--- config.mk ---
export PLATFORM = sky130hd
export DESIGN_NAME = json_key_value_extractor
export DESIGN_NICKNAME = d
export VERILOG_FILES = /design/src/rtl/jkve_pkg.sv /design/src/rtl/json_key_value_extractor.sv /design/src/rtl/jkve_core.sv /design/src/rtl/jkve_outq.sv
export SDC_FILE = /design/constraint.sdc
export NUM_CORES = 2
export LEC_CHECK = 0
export BUFFER_PORTS_ARGS = -buffer_cell sky130_fd_sc_hd__buf_2
export CAP_MARGIN = 10
export CELL_PAD_IN_SITES_DETAIL_PLACEMENT = 1
export CELL_PAD_IN_SITES_GLOBAL_PLACEMENT = 1
export CORE_MARGIN = 2
export CORE_UTILIZATION = 52
export CTS_CLUSTER_SIZE = 12
export DETAILED_ROUTE_END_ITERATION = 8
export PLACE_DENSITY_LB_ADDON = 0.08
export SLEW_MARGIN = 20
export SYNTH_ARGS = -nofsm -noshare
export SYNTH_HDL_FRONTEND = slang
export SYNTH_SLANG_ARGS = --single-unit
--- constraint.sdc ---
create_clock -name clk -period 23.6 [get_ports clk]
set_input_delay 3.54 -clock clk [delete_from_list [all_inputs] [get_ports clk]]
set_output_delay 3.54 -clock clk [all_outputs]
set_load 0.01 [all_outputs]
--- src/rtl/jkve_pkg.sv ---
// Types, constants and per-byte parse functions of the JSON key/value extractor.
// No dependencies.
package jkve_pkg;

    localparam int MAX_KEY_BYTES = 16;
    localparam int MAX_OUT_BYTES = 4095;
    localparam logic [15:0] MAX_DEPTH = 16'hFFFF;

    localparam logic [2:0] REG_KEY_LOW  = 3'd0;
    localparam logic [2:0] REG_KEY_HIGH = 3'd1;
    localparam logic [2:0] REG_KEY_LEN  = 3'd2;
    localparam logic [2:0] REG_MODE     = 3'd3;
    localparam logic [2:0] REG_LIMIT    = 3'd4;

    localparam logic [1:0] MODE_STR = 2'd0;
    localparam logic [1:0] MODE_INT = 2'd1;
    localparam logic [1:0] MODE_RAW = 2'd2;

    localparam logic [1:0] ST_FOUND    = 2'd0;
    localparam logic [1:0] ST_NOTFOUND = 2'd1;
    localparam logic [1:0] ST_FORM     = 2'd2;

    localparam logic KIND_BYTE = 1'b0;
    localparam logic KIND_DONE = 1'b1;

    localparam logic [31:0] INT_MIN_MAG = 32'h8000_0000;
    localparam logic [31:0] INT_MAX     = 32'h7FFF_FFFF;

    typedef enum logic [3:0] {
        PH_START, PH_MEMBER, PH_KEY, PH_AFTER_KEY, PH_BEFORE_VALUE,
        PH_SKIP_STR, PH_SKIP_NEST, PH_SKIP_SCALAR, PH_STR_EX, PH_INT, PH_DONE
    } phase_t;

    typedef struct packed {
        logic [63:0] key_low;
        logic [63:0] key_high;
        logic [4:0]  key_length;
        logic [1:0]  extract_mode;
        logic [11:0] out_limit;
    } cfg_t;

    typedef struct packed {
        phase_t      phase;
        logic [15:0] depth;
        logic        is_array;
        logic        in_str;
        logic [4:0]  key_pos;
        logic        key_match;
        logic        esc;
        logic [11:0] emit_cnt;
        logic [31:0] acc;
        logic        neg;
        logic        digit_seen;
    } pstate_t;

    typedef struct packed {
        pstate_t    st;
        logic       again;
        logic       emit;
        logic [7:0] ebyte;
        logic       fin;
        logic [1:0] status;
    } pass_t;

    typedef struct packed {
        logic              kind;
        logic [7:0]        byte_v;
        logic [1:0]        status;
        logic signed [31:0] int_v;
        logic              last;
    } result_t;

    localparam pstate_t PSTATE_RESET = '{
        phase: PH_START, depth: 16'd0, is_array: 1'b0, in_str: 1'b0, key_pos: 5'd0,
        key_match: 1'b1, esc: 1'b0, emit_cnt: 12'd0, acc: 32'd0, neg: 1'b0,
        digit_seen: 1'b0
    };

    function automatic logic is_ws(input logic [7:0] c);
        return (c == 8'h20) || (c == 8'h09) || (c == 8'h0A) || (c == 8'h0D);
    endfunction

    function automatic logic [7:0] key_byte(input cfg_t cfg, input logic [3:0] i);
        logic [127:0] k;
        k = {cfg.key_high, cfg.key_low};
        return k[{i, 3'b000} +: 8];
    endfunction

    function automatic pass_t do_emit(input pass_t p, input logic [7:0] v,
                                      input cfg_t cfg);
        pass_t r;
        r = p;
        if (r.st.emit_cnt < cfg.out_limit) begin
            r.emit = 1'b1;
            r.ebyte = v;
            r.st.emit_cnt = r.st.emit_cnt + 12'd1;
        end
        return r;
    endfunction

    function automatic pass_t do_fin(input pass_t p, input logic [1:0] s);
        pass_t r;
        r = p;
        r.fin = 1'b1;
        r.status = s;
        r.st.phase = PH_DONE;
        return r;
    endfunction

    function automatic pass_t key_cmp(input pass_t p, input logic [7:0] c, input cfg_t cfg);
        pass_t r;
        r = p;
        if (!((r.st.key_pos < cfg.key_length) && (r.st.key_pos < 5'(MAX_KEY_BYTES))
              && (c == key_byte(cfg, r.st.key_pos[3:0]))))
            r.st.key_match = 1'b0;
        if (r.st.key_pos != 5'd31)
            r.st.key_pos = r.st.key_pos + 5'd1;
        return r;
    endfunction

    function automatic pass_t end_skip(input pass_t p);
        pass_t r;
        r = p;
        if (r.st.key_match)
            r = do_fin(r, ST_FOUND);
        else
            r.st.phase = PH_MEMBER;
        return r;
    endfunction

    function automatic pass_t start_value(input pass_t p, input logic [7:0] c,
                                          input logic extracting, input cfg_t cfg);
        pass_t r;
        r = p;
        r.st.esc = 1'b0;
        r.st.in_str = 1'b0;
        if (c == "\"") begin
            r.st.phase = PH_SKIP_STR;
            if (extracting) r = do_emit(r, c, cfg);
        end else if (c == "{" || c == "[") begin
            r.st.phase = PH_SKIP_NEST;
            r.st.depth = 16'd1;
            r.st.is_array = (c == "[");
            if (extracting) r = do_emit(r, c, cfg);
        end else begin
            r.st.phase = PH_SKIP_SCALAR;
            r.again = 1'b1;
        end
        return r;
    endfunction

    // One pass of the byte through the phase machine.
    function automatic pass_t parse_pass(input pstate_t s, input logic [7:0] c,
                                         input cfg_t cfg);
        pass_t r;
        logic ws;
        logic x;
        logic [35:0] t;
        r = '0;
        r.st = s;
        ws = is_ws(c);
        x = s.key_match;
        t = ({4'd0, s.acc} << 3) + ({4'd0, s.acc} << 1) + {32'd0, c[3:0] - 4'd0};
        case (s.phase)
            PH_START: begin
                if (!ws) begin
                    if (c == "{") r.st.phase = PH_MEMBER;
                    else r = do_fin(r, ST_NOTFOUND);
                end
            end
            PH_MEMBER: begin
                if (!(ws || c == ",")) begin
                    if (c == "\"") begin
                        r.st.phase = PH_KEY;
                        r.st.key_pos = 5'd0;
                        r.st.key_match = 1'b1;
                        r.st.esc = 1'b0;
                    end else begin
                        r = do_fin(r, ST_NOTFOUND);
                    end
                end
            end
            PH_KEY: begin
                if (s.esc) begin
                    r.st.esc = 1'b0;
                    r = key_cmp(r, c, cfg);
                end else if (c == "\"") begin
                    r.st.key_match = s.key_match && (s.key_pos == cfg.key_length);
                    r.st.phase = PH_AFTER_KEY;
                end else begin
                    if (c == "\\") r.st.esc = 1'b1;
                    r = key_cmp(r, c, cfg);
                end
            end
            PH_AFTER_KEY: begin
                if (!ws) begin
                    r.st.phase = PH_BEFORE_VALUE;
                    r.again = (c != ":");
                end
            end
            PH_BEFORE_VALUE: begin
                if (!ws) begin
                    if (!s.key_match) begin
                        r = start_value(r, c, 1'b0, cfg);
                    end else begin
                        case (cfg.extract_mode)
                            MODE_STR: begin
                                if (c == "\"") begin
                                    r.st.phase = PH_STR_EX;
                                    r.st.esc = 1'b0;
                                end else begin
                                    r = do_fin(r, ST_FORM);
                                end
                            end
                            MODE_INT: begin
                                r.st.acc = 32'd0;
                                r.st.digit_seen = 1'b0;
                                r.st.neg = (c == "-");
                                r.st.phase = PH_INT;
                                r.again = !(c == "+" || c == "-");
                            end
                            MODE_RAW: r = start_value(r, c, 1'b1, cfg);
                            default: r = do_fin(r, ST_FORM);
                        endcase
                    end
                end
            end
            PH_SKIP_STR: begin
                if (x) r = do_emit(r, c, cfg);
                if (s.esc) r.st.esc = 1'b0;
                else if (c == "\\") r.st.esc = 1'b1;
                else if (c == "\"") r = end_skip(r);
            end
            PH_SKIP_NEST: begin
                if (x) r = do_emit(r, c, cfg);
                if (s.in_str) begin
                    if (s.esc) r.st.esc = 1'b0;
                    else if (c == "\\") r.st.esc = 1'b1;
                    else if (c == "\"") r.st.in_str = 1'b0;
                end else if (c == (s.is_array ? 8'h5B : 8'h7B)) begin
                    if (s.depth < MAX_DEPTH) r.st.depth = s.depth + 16'd1;
                end else if (c == (s.is_array ? 8'h5D : 8'h7D)) begin
                    r.st.depth = s.depth - 16'd1;
                    if (s.depth == 16'd1) r = end_skip(r);
                end else if (c == "\"") begin
                    r.st.in_str = 1'b1;
                    r.st.esc = 1'b0;
                end
            end
            PH_SKIP_SCALAR: begin
                if (c == "," || c == "}" || c == "]" || ws) begin
                    r = end_skip(r);
                    r.again = !x;
                end else if (x) begin
                    r = do_emit(r, c, cfg);
                end
            end
            PH_STR_EX: begin
                if (s.esc) begin
                    r.st.esc = 1'b0;
                    r = do_emit(r, (c == "n") ? 8'd10 : (c == "r") ? 8'd13 :
                                   (c == "t") ? 8'd9 : c, cfg);
                end else if (c == "\\") begin
                    r.st.esc = 1'b1;
                end else if (c == "\"") begin
                    r = do_fin(r, ST_FOUND);
                end else begin
                    r = do_emit(r, c, cfg);
                end
            end
            PH_INT: begin
                if (c >= "0" && c <= "9") begin
                    r.st.acc = (t > {4'd0, INT_MIN_MAG}) ? INT_MIN_MAG : t[31:0];
                    r.st.digit_seen = 1'b1;
                end else begin
                    r = do_fin(r, s.digit_seen ? ST_FOUND : ST_FORM);
                end
            end
            default: ;
        endcase
        return r;
    endfunction

    // Completion status at message end; fin low when already complete.
    function automatic pass_t end_msg(input pstate_t s, input cfg_t cfg);
        pass_t r;
        logic km;
        r = '0;
        r.st = s;
        km = s.key_match;
        if (s.phase == PH_KEY) km = s.key_match && (s.key_pos == cfg.key_length);
        case (s.phase)
            PH_KEY, PH_AFTER_KEY, PH_BEFORE_VALUE:
                r = do_fin(r, !km ? ST_NOTFOUND :
                              (cfg.extract_mode == MODE_RAW) ? ST_FOUND : ST_FORM);
            PH_SKIP_STR, PH_SKIP_NEST, PH_SKIP_SCALAR:
                r = do_fin(r, km ? ST_FOUND : ST_NOTFOUND);
            PH_STR_EX: r = do_fin(r, ST_FOUND);
            PH_INT: r = do_fin(r, s.digit_seen ? ST_FOUND : ST_FORM);
            PH_DONE: ;
            default: r = do_fin(r, ST_NOTFOUND);
        endcase
        return r;
    endfunction

endpackage

--- src/rtl/json_key_value_extractor.sv ---
// One message byte per transfer, one cycle each while the result queue can take its results; a byte
// that gives a value byte and a completion in the same step occupies the two-entry result queue
// and the input waits while both leave. Byte zero or in_last ends the message and returns the
// parser to its start. Registers at byte addresses 8*i: key_low, key_high, key_length,
// extract_mode, out_limit. Depends on jkve_pkg, jkve_core, jkve_outq.
module json_key_value_extractor
    import jkve_pkg::*;
(
    input  logic        clk,
    input  logic        rst_n,
    input  logic        psel,
    input  logic        penable,
    input  logic        pwrite,
    input  logic [5:0]  paddr,
    input  logic [63:0] pwdata,
    output logic [63:0] prdata,
    output logic        pready,
    input  logic        in_valid,
    output logic        in_ready,
    input  logic [7:0]  in_byte,
    input  logic        in_last,
    output logic        out_valid,
    input  logic        out_ready,
    output logic        out_kind,
    output logic [7:0]  out_byte,
    output logic [1:0]  out_status,
    output logic signed [31:0] out_int,
    output logic        out_last
);

    cfg_t       cfg_reg;
    result_t    r0;
    result_t    r1;
    result_t    head;
    logic [1:0] rcnt;
    logic       take;
    logic       can_push;
    logic       wr;

    assign pready = 1'b1;
    assign wr = psel && penable && pwrite;

    always_ff @(posedge clk or negedge rst_n)
    begin
        if (!rst_n)
        begin
            cfg_reg <= '{key_low: 64'd0, key_high: 64'd0, key_length: 5'd0,
                         extract_mode: MODE_STR, out_limit: 12'd255};
        end
        else if (wr)
        begin
            case (paddr[5:3])
                REG_KEY_LOW:  cfg_reg.key_low <= pwdata;
                REG_KEY_HIGH: cfg_reg.key_high <= pwdata;
                REG_KEY_LEN:  cfg_reg.key_length <= pwdata[4:0];
                REG_MODE:     cfg_reg.extract_mode <= pwdata[1:0];
                REG_LIMIT:    cfg_reg.out_limit <= pwdata[11:0];
                default: ;
            endcase
        end
    end

    always_comb
    begin
        case (paddr[5:3])
            REG_KEY_LOW:  prdata = cfg_reg.key_low;
            REG_KEY_HIGH: prdata = cfg_reg.key_high;
            REG_KEY_LEN:  prdata = {59'd0, cfg_reg.key_length};
            REG_MODE:     prdata = {62'd0, cfg_reg.extract_mode};
            REG_LIMIT:    prdata = {52'd0, cfg_reg.out_limit};
            default:      prdata = 64'd0;
        endcase
    end

    assign in_ready = can_push;
    assign take = in_valid && can_push;

    jkve_core u_core (
        .clk     (clk),
        .rst_n   (rst_n),
        .cfg     (cfg_reg),
        .take    (take),
        .in_byte (in_byte),
        .in_last (in_last),
        .res0    (r0),
        .res1    (r1),
        .res_cnt (rcnt)
    );

    jkve_outq u_outq (
        .clk       (clk),
        .rst_n     (rst_n),
        .push      (take),
        .push0     (r0),
        .push1     (r1),
        .push_cnt  (rcnt),
        .can_push  (can_push),
        .out_valid (out_valid),
        .out_ready (out_ready),
        .head      (head)
    );

    assign out_kind = head.kind;
    assign out_byte = head.byte_v;
    assign out_status = head.status;
    assign out_int = head.int_v;
    assign out_last = head.last;

endmodule

--- src/rtl/jkve_core.sv ---
// Parse state register and per-byte update of the JSON key/value extractor.
// Depends on jkve_pkg.
module jkve_core
    import jkve_pkg::*;
(
    input  logic       clk,
    input  logic       rst_n,
    input  cfg_t       cfg,
    input  logic       take,
    input  logic [7:0] in_byte,
    input  logic       in_last,
    output result_t    res0,
    output result_t    res1,
    output logic [1:0] res_cnt
);

    pstate_t st_reg;
    pstate_t st_next;
    pass_t   p [4];
    pass_t   em;
    logic    emit;
    logic [7:0] ebyte;
    logic    fin;
    logic [1:0] status;
    logic    ends;
    logic [31:0] iv;
    result_t rb;
    result_t rf;

    always_comb
    begin
        p[0] = parse_pass(st_reg, in_byte, cfg);
        for (int i = 1; i < 4; i++)
        begin
            if (p[i-1].again) p[i] = parse_pass(p[i-1].st, in_byte, cfg);
            else p[i] = p[i-1];
            p[i].again = p[i-1].again && p[i].again;
            p[i].emit = p[i-1].emit | (p[i-1].again & p[i].emit);
            if (p[i-1].emit) p[i].ebyte = p[i-1].ebyte;
            if (p[i-1].fin) p[i].status = p[i-1].status;
            p[i].fin = p[i-1].fin | (p[i-1].again & p[i].fin);
        end
        if (in_byte == 8'd0)
        begin
            emit = 1'b0;
            ebyte = 8'd0;
            fin = 1'b0;
            status = ST_FOUND;
            em = end_msg(st_reg, cfg);
        end
        else
        begin
            emit = p[3].emit;
            ebyte = p[3].ebyte;
            fin = p[3].fin;
            status = p[3].status;
            em = end_msg(p[3].st, cfg);
        end
        ends = (in_byte == 8'd0) || in_last;
        if (ends && em.fin)
        begin
            fin = 1'b1;
            status = em.status;
        end
        st_next = ends ? PSTATE_RESET : p[3].st;
        if (em.st.neg)
            iv = (em.st.acc >= INT_MIN_MAG) ? INT_MIN_MAG : (32'd0 - em.st.acc);
        else
            iv = (em.st.acc > INT_MAX) ? INT_MAX : em.st.acc;
        rb = '{kind: KIND_BYTE, byte_v: ebyte, status: ST_FOUND, int_v: 32'sd0,
               last: !fin};
        rf = '{kind: KIND_DONE, byte_v: 8'd0, status: status,
               int_v: ((status == ST_FOUND) && (cfg.extract_mode == MODE_INT)) ?
                      signed'(iv) : 32'sd0,
               last: 1'b1};
        res0 = emit ? rb : rf;
        res1 = rf;
        res_cnt = {1'b0, emit} + {1'b0, fin};
    end

    always_ff @(posedge clk or negedge rst_n)
    begin
        if (!rst_n) st_reg <= PSTATE_RESET;
        else if (take) st_reg <= st_next;
    end

endmodule

--- src/rtl/jkve_outq.sv ---
// Two-entry result queue: holds the results of one byte and drives the output.
// Depends on jkve_pkg.
module jkve_outq
    import jkve_pkg::*;
(
    input  logic       clk,
    input  logic       rst_n,
    input  logic       push,
    input  result_t    push0,
    input  result_t    push1,
    input  logic [1:0] push_cnt,
    output logic       can_push,
    output logic       out_valid,
    input  logic       out_ready,
    output result_t    head
);

    result_t    q0_reg;
    result_t    q1_reg;
    logic [1:0] cnt_reg;
    logic       pop;

    assign out_valid = (cnt_reg != 2'd0);
    assign pop = out_valid && out_ready;
    assign can_push = (cnt_reg == 2'd0) || ((cnt_reg == 2'd1) && out_ready);
    assign head = q0_reg;

    always_ff @(posedge clk or negedge rst_n)
    begin
        if (!rst_n) cnt_reg <= 2'd0;
        else if (push) cnt_reg <= push_cnt;
        else if (pop) cnt_reg <= cnt_reg - 2'd1;
    end

    always_ff @(posedge clk)
    begin
        if (push)
        begin
            q0_reg <= push0;
            q1_reg <= push1;
        end
        else if (pop)
        begin
            q0_reg <= q1_reg;
        end
    end

endmodule

# == After elaboration in Yosys (flattened, before gate mapping) ==
# Index checks and enable logic that the tools add are counted.
# totals
register_bits,302
in_bits,86
elab_cells,662
# op_classes
n_addsub,27
n_lt_le_gt_ge,24
n_eq_ne,95
shifts,4
mux,416
bitwise,12
n_reduce_logical,60
# ops
cell,n
2-to-1 mux 88 bit,76
one-hot mux 71 bit (9 select lines),4
2-to-1 mux 59 bit,20
2-to-1 mux 61 bit,16
variable part select 128 x 8 -> 8 bit,4
one-hot mux 12 bit (9 select lines),4
one-hot mux 35 bit (3 select lines),4
2-to-1 mux 32 bit,12
2-to-1 mux 86 bit,4
2-to-1 mux 28 bit,12
one-hot mux 64 bit (5 select lines),1
one-hot mux 37 bit (2 select lines),4
2-to-1 mux 71 bit,4
2-to-1 mux 68 bit,4
2-to-1 mux 60 bit,4
2-to-1 mux 21 bit,8
2-to-1 mux 41 bit,4
one-hot mux 4 bit (10 select lines),4
adder 35 x 33 -> 36 bit,4
adder 36 x 4 -> 36 bit,4
"> comparator 36 x 32 -> 1 bit, second input constant",4
one-hot mux 12 bit (3 select lines),4
2-to-1 mux 17 bit,8
2-to-1 mux 44 bit,3
60 further kinds,422

# == Depth between registers and ports, before layout ==
# depth
word_depth,79
mapped_depth,58
mapped_depth_nobuf,55

# == Hierarchy ==
# A second synthesis with hierarchy kept.
# unflattened
hier_cells,4544
hier_area_um2,37472.2
# by_module_without_submodules
module,instances,cells_per_inst,area_per_inst_um2,seq_area_each_um2
jkve_core,1,3946,27463.8,1878.1
json_key_value_extractor,1,442,6656.4,3688.5
jkve_outq,1,156,3352.0,2692.6

# == Least setup slack after synthesis ==
# OpenSTA, ideal clock, no wires.
# synth_timing
path_kind,in2reg
from,input port in_byte[3]
to,"register u_outq.q0_reg, in the netlist u_outq.head[31], data pin"
t_arrival_ns,16.435
required_ns,23.331
path_slack_ns,6.896
cell_stages,53
path_buffers,4
path_cell_list,fa_1 ha_1 a211oi_1 o2111ai_1 nand3_1 nor3_1 or3_1 a2111oi_0 o2111a_1 a41o_1 and2_1 clkbuf_1 nand2_1 nand2_1 ha_1 ha_1 inv_1 fa_1 [... 17 more ...] nor4b_1 a21oi_1 and4b_1 or3_1 or3_1 nor4_1 a21oi_1 or4_1 clkbuf_1 clkbuf_1 or4_1 a31oi_1 nor4b_1 nand3_1 nor3_1 a221o_1 o311ai_0 o31ai_1
# synth_via
elab_chain_len,64
# synth_rtl
element,line,rtl
"start, declared",json_key_value_extractor.sv:20,"input logic [7:0] in_byte,"
branches (longest 62 deep; another with adder 36 x 4 -> 36 bit),--,
2-to-1 mux 44 bit (*),jkve_core.sv:76,res0 = emit ? rb : rf;
2-to-1 mux 44 bit (*),jkve_outq.sv:37,if (push)
"end signal, assigned",jkve_outq.sv:39,q0_reg <= push0;
"end signal, assigned",jkve_outq.sv:44,q0_reg <= q1_reg;
"end, declared",jkve_outq.sv:18,result_t q0_reg;
# Every way passes the cells marked *. The select of a mux whose other input is x is not followed.
# A chain may end at the register's enable or synchronous reset.

# == Worst setup path after layout ==
# layout_timing
from,input port in_byte[3]
to,"register u_outq.q0_reg, in the netlist u_outq.head[18], data pin"
# The elaborated chain is that of the path after synthesis.

==> summary by stage <==
Setup path
The standard cell with the maximum stage delay on the critical path is sky130_fd_sc_hd__nor4_1. The data required time at the worst endpoint is 23.96 ns. The peak per-stage delay on the critical path is 0.97 ns. The critical path class is input pin to register. The launching element type of the critical path is an input pin. Setup slack on the worst reg-to-reg path comes out at 5.25 ns. Data arrives at the worst endpoint at 21.62 ns. STA classifies the critical path endpoint as a register. The maximum net fanout on the critical path is 22.

The depth of the most critical reg-to-reg path is 49.

Die
The floorplan has 94 rows. From left edge to right edge, the die measures 263 um. The initial utilization of the core area, before any placement, comes to 52.7%.

The core box area is 0.0661 sq mm. The die area is 0.0691 sq mm. 197 I/O pins were placed.

The overall die height is 263 um.

Logic synthesis
Each instance of the synthesized netlist takes up on average 8.17 sq um. The compound-gate portion of the synthesized area is 29.6%. The post-synthesis instance total is 4268. The post-synthesis async set-or-reset flop share is 74.2%. Summing every instance area after synthesis gives 0.0348 sq mm.

The post-synthesis share of cell area spent on and, or, nand and nor gates is 22.5%. The portion of synthesized area spent on multiplexers is 8.46%. Summing the areas of all fa, ha and maj instances in the mapped netlist gives 9.32% of the synthesized area.

The post-synthesis net count is 4610. The synthesized design contains 78 enable-type register cells. The sequential area share after synthesis is 22.8%. The count of cell types in the netlist is 121. Summing the areas of all xor and xnor instances in the mapped netlist gives 2.78% of the synthesized area.

The commonest register cell after synthesis is sky130_fd_sc_hd__dfrtp_1. The combinational family with the most area after synthesis is compound AO/OA/AOI/OAI gates. Counting flops and latches in the post-synthesis netlist gives 302.

For this run, the number of Yosys warnings is 0.

Timing
The setup skew after layout is 0.0498 ns. The final period utilization is 90.1%. The relative slew slack is 12.8%.

At the pin with the least slew margin, the transition time is 1.29 ns. The number of hold violations in the final report is 0. Setup slack closes at 2.34 ns. Static timing analysis puts the maximum clock frequency at 0.0470 GHz.

The smallest clock period supported by the final layout is computed as 21.26 ns. The number of slew-limit violations in the final report is 0. Final hold analysis gives a worst-case slack of 0.521 ns. Setup repair after global routing left no endpoint under its margin. The setup violation total in the final timing report is 0. The total negative slack is 0 ns.

Drt
The first routing iteration left 4428 violations. After detailed routing, the number of vias per cell comes to 7.45. The number of remaining DRC errors is 0. The via total after detailed routing is 38.9k. The routed design has 162 mm of wire. The routed wire length on met2 is 70.5 mm.

The wire length on met3 is 18.7 mm. The wire length on met1 is 63.7 mm. The uppermost layer routed is met5. The number of search-and-repair iterations in the first detailed-routing pass is 6.

The detailed-route wire length per cell is 31.0 um. The count of nets left with antenna violations once routing finished came out at 0.

Final layout
The number of flip-flops under the largest register name is 147. The layout has 7906 filler cells. The leading cell type in the layout, fill and taps excluded is sky130_fd_sc_hd__nand2_1. The number of standard cells in the final layout excluding fillers is 5222.

The layout net count is 4661. Summing all multi-input logic gate instances after layout gives 0.0254 sq mm. In the final layout, the share of cells above drive strength 1 is 15.3%. The top cell types in the final layout, fill and taps aside, are 400 x sky130_fd_sc_hd__nand2_1, 306 x sky130_fd_sc_hd__nor2_1, 258 x sky130_fd_sc_hd__o21ai_0, 250 x sky130_fd_sc_hd__ha_1, 245 x sky130_fd_sc_hd__a21oi_1.

Summing all non-filler instances in the final layout gives an area of 0.0378 sq mm. The area overhead of the layout relative to synthesis is 8.60%. The sequential cell area is 0.00796 sq mm.

Power
Summed over all nets, the switching power comes to 1.47 mW. Net switching is 50.3% of the power. The static leakage is 16.5 nW. The worst vdd rail ir drop is 83.3 uV. Internal power comes to 1.46 mW.

The part of the total power dissipated in sequential elements is 25.7%. Dividing total power by cell area gives a power density of 77.5 mW/mm^2. The portion of total power attributed to the clock network is 21.5%. The combinational share of power is 52.8%.

Min path
The depth of the worst hold-timing path is 2. The tightest min-delay check is of the register to register type.

Clock network
The maximum number of buffers from clock root to sink is 3. Buffers inserted to repair hold after CTS numbered 0. Counting the buffers created by CTS gives 38.

The later pin in the worst-skew pair is clocked with a latency of 0.62 ns. The number of levels the H-tree was split into is 2. The buffers inserted during post-CTS setup optimization is 0. The number of gates resized after CTS is 0. Clock tree synthesis selected as its root buffer the cell sky130_fd_sc_hd__clkbuf_16. The number of clock sinks is 302. The CTS clock-pin slew for the worst setup and hold paths is 0.07 ns. TritonCTS built the clock tree.

Placed design
Summed over all nets, the half-perimeter wirelength after detailed placement is 116 mm. The post-placement setup slack is 2.64 ns. The global placer's final weighted congestion is 0.998. Once placement completed, the tool counted placed cells totaling 5143.

Summing all placed instances gives a cell area of 0.0365 sq mm. The count of buffers added on input and output ports is 192.

Global route
The number of global-route vias before repair is 39.0k. The total routing usage reported by global routing is 45.0%. Entering global routing, the biggest net connects 71 pins. The total overflow left after global routing is 0.

The global-route wire length before repair is 243 mm. The number of antenna violations at the first check in global routing came to 11.

Outcome
The flow ran to the end, and the final reports show no timing, DRC or antenna violations.

Run
The max-capacitance violation count is 0.
## logic make-up (layout without fill, tap and decap cells)
| family | after synthesis | in the layout |
|---|---|---|
| and+or+nand+nor | 1515 | 1515 |
| other | 1 | 12 |
| buffers and inverters | 392 | 471 |
| AOI/OAI and AO/OA | 1435 | 1435 |
| xor gates and xnor gates | 109 | 109 |
| muxes | 258 | 258 |
| DFF | 302 | 302 |
| adders and majority gates | 256 | 256 |
## critical path: cells and delay by family
| family | cells | cell delay (ns) |
|---|---|---|
| AO/OA/AOI/OAI | 23 | 8.32 |
| XOR/XNOR | 1 | 0.27 |
| AND/OR/NAND/NOR | 17 | 6.46 |
| adder cells (fa/ha/maj) | 7 | 2.48 |
| buffers and inverters | 3 | 0.50 |
## stage by stage
| stage | total power [mW] | util, % |
|---|---|---|
| after floorplan | 1.68 | - |
| after global placement | 2.14 | 55.2 |
| after detailed placement | 2.18 | 55.2 |
| after CTS | 2.85 | 57.2 |
| after global routing | 3.02 | 57.2 |
| final | 2.93 | 57.3 |
## cell type report
class	instances	area share, %
multi-input combinational	3574	67.2
sequential	302	21.0
timing repair buffer	276	4.23
tap	864	2.86
clock buffer	49	2.73
inverter	127	1.26
clock inverter	19	0.661
antenna	11	0.0727
## power by group through the flow
stage,combinational [mW],clock [mW],sequential [mW]
finish,1.55,0.630,0.753
global route,1.62,0.644,0.758
CTS,1.47,0.629,0.745
detailed placement,1.44,0,0.744
global placement,1.40,0,0.733
floorplan,0.968,0,0.711
## Yosys cell counts (39+ instances only)
library cell               instances  area [sq um]
sky130_fd_sc_hd__clkbuf_1        195           732
sky130_fd_sc_hd__o22ai_1          46           288
sky130_fd_sc_hd__a21o_1           82           616
sky130_fd_sc_hd__and3_1           48           300
sky130_fd_sc_hd__o21ai_0         259          1300
sky130_fd_sc_hd__nor2_1          309          1160
sky130_fd_sc_hd__nand4_1          76           475
sky130_fd_sc_hd__a31oi_1          70           438
sky130_fd_sc_hd__o211ai_1         61           458
sky130_fd_sc_hd__or3_1            46           288
sky130_fd_sc_hd__mux2_2          173          1950
sky130_fd_sc_hd__nor4_1           50           313
sky130_fd_sc_hd__buf_2            44           220
sky130_fd_sc_hd__a22o_1          114           998
sky130_fd_sc_hd__nor2b_1          39           244
sky130_fd_sc_hd__ha_1            250          3130
sky130_fd_sc_hd__nand2b_1         44           275
sky130_fd_sc_hd__inv_1           127           477
sky130_fd_sc_hd__a21oi_1         247          1240
sky130_fd_sc_hd__xor2_1           42           368
sky130_fd_sc_hd__xnor2_1          65           569
sky130_fd_sc_hd__nor3_1          139           696
sky130_fd_sc_hd__edfxtp_1         78          2340
sky130_fd_sc_hd__nand2_1         401          1510
sky130_fd_sc_hd__a211oi_1         48           360
sky130_fd_sc_hd__dfrtp_1         215          5380
sky130_fd_sc_hd__o31ai_1          52           390
sky130_fd_sc_hd__and2_1           53           332
sky130_fd_sc_hd__nand3_1         129           646
sky130_fd_sc_hd__mux2i_1          73           731
## worst paths after layout
| path | start | end |
|---|---|---|
| worst max register to register | u_core.st_reg[4] | u_outq.head[18] |
| min in group asynchronous | rst_n | u_core.st_reg[67] |
| worst min register to register | u_outq.q1_reg[30] | u_outq.head[30] |
| worst max-delay path | in_byte[3] | u_outq.head[18] |
| worst min-delay path | u_outq.q1_reg[30] | u_outq.head[30] |
| max in group asynchronous | rst_n | cfg_reg[122] |
## metal layers
metal | track usage [%] | vias up
met5 | 0 | -
met4 | 22.4 | 4
met3 | 11.3 | 569
met2 | 68.9 | 2441
met1 | 58.9 | 19200
li1 | - | 16700
Power figures use the tool's default switching activity.
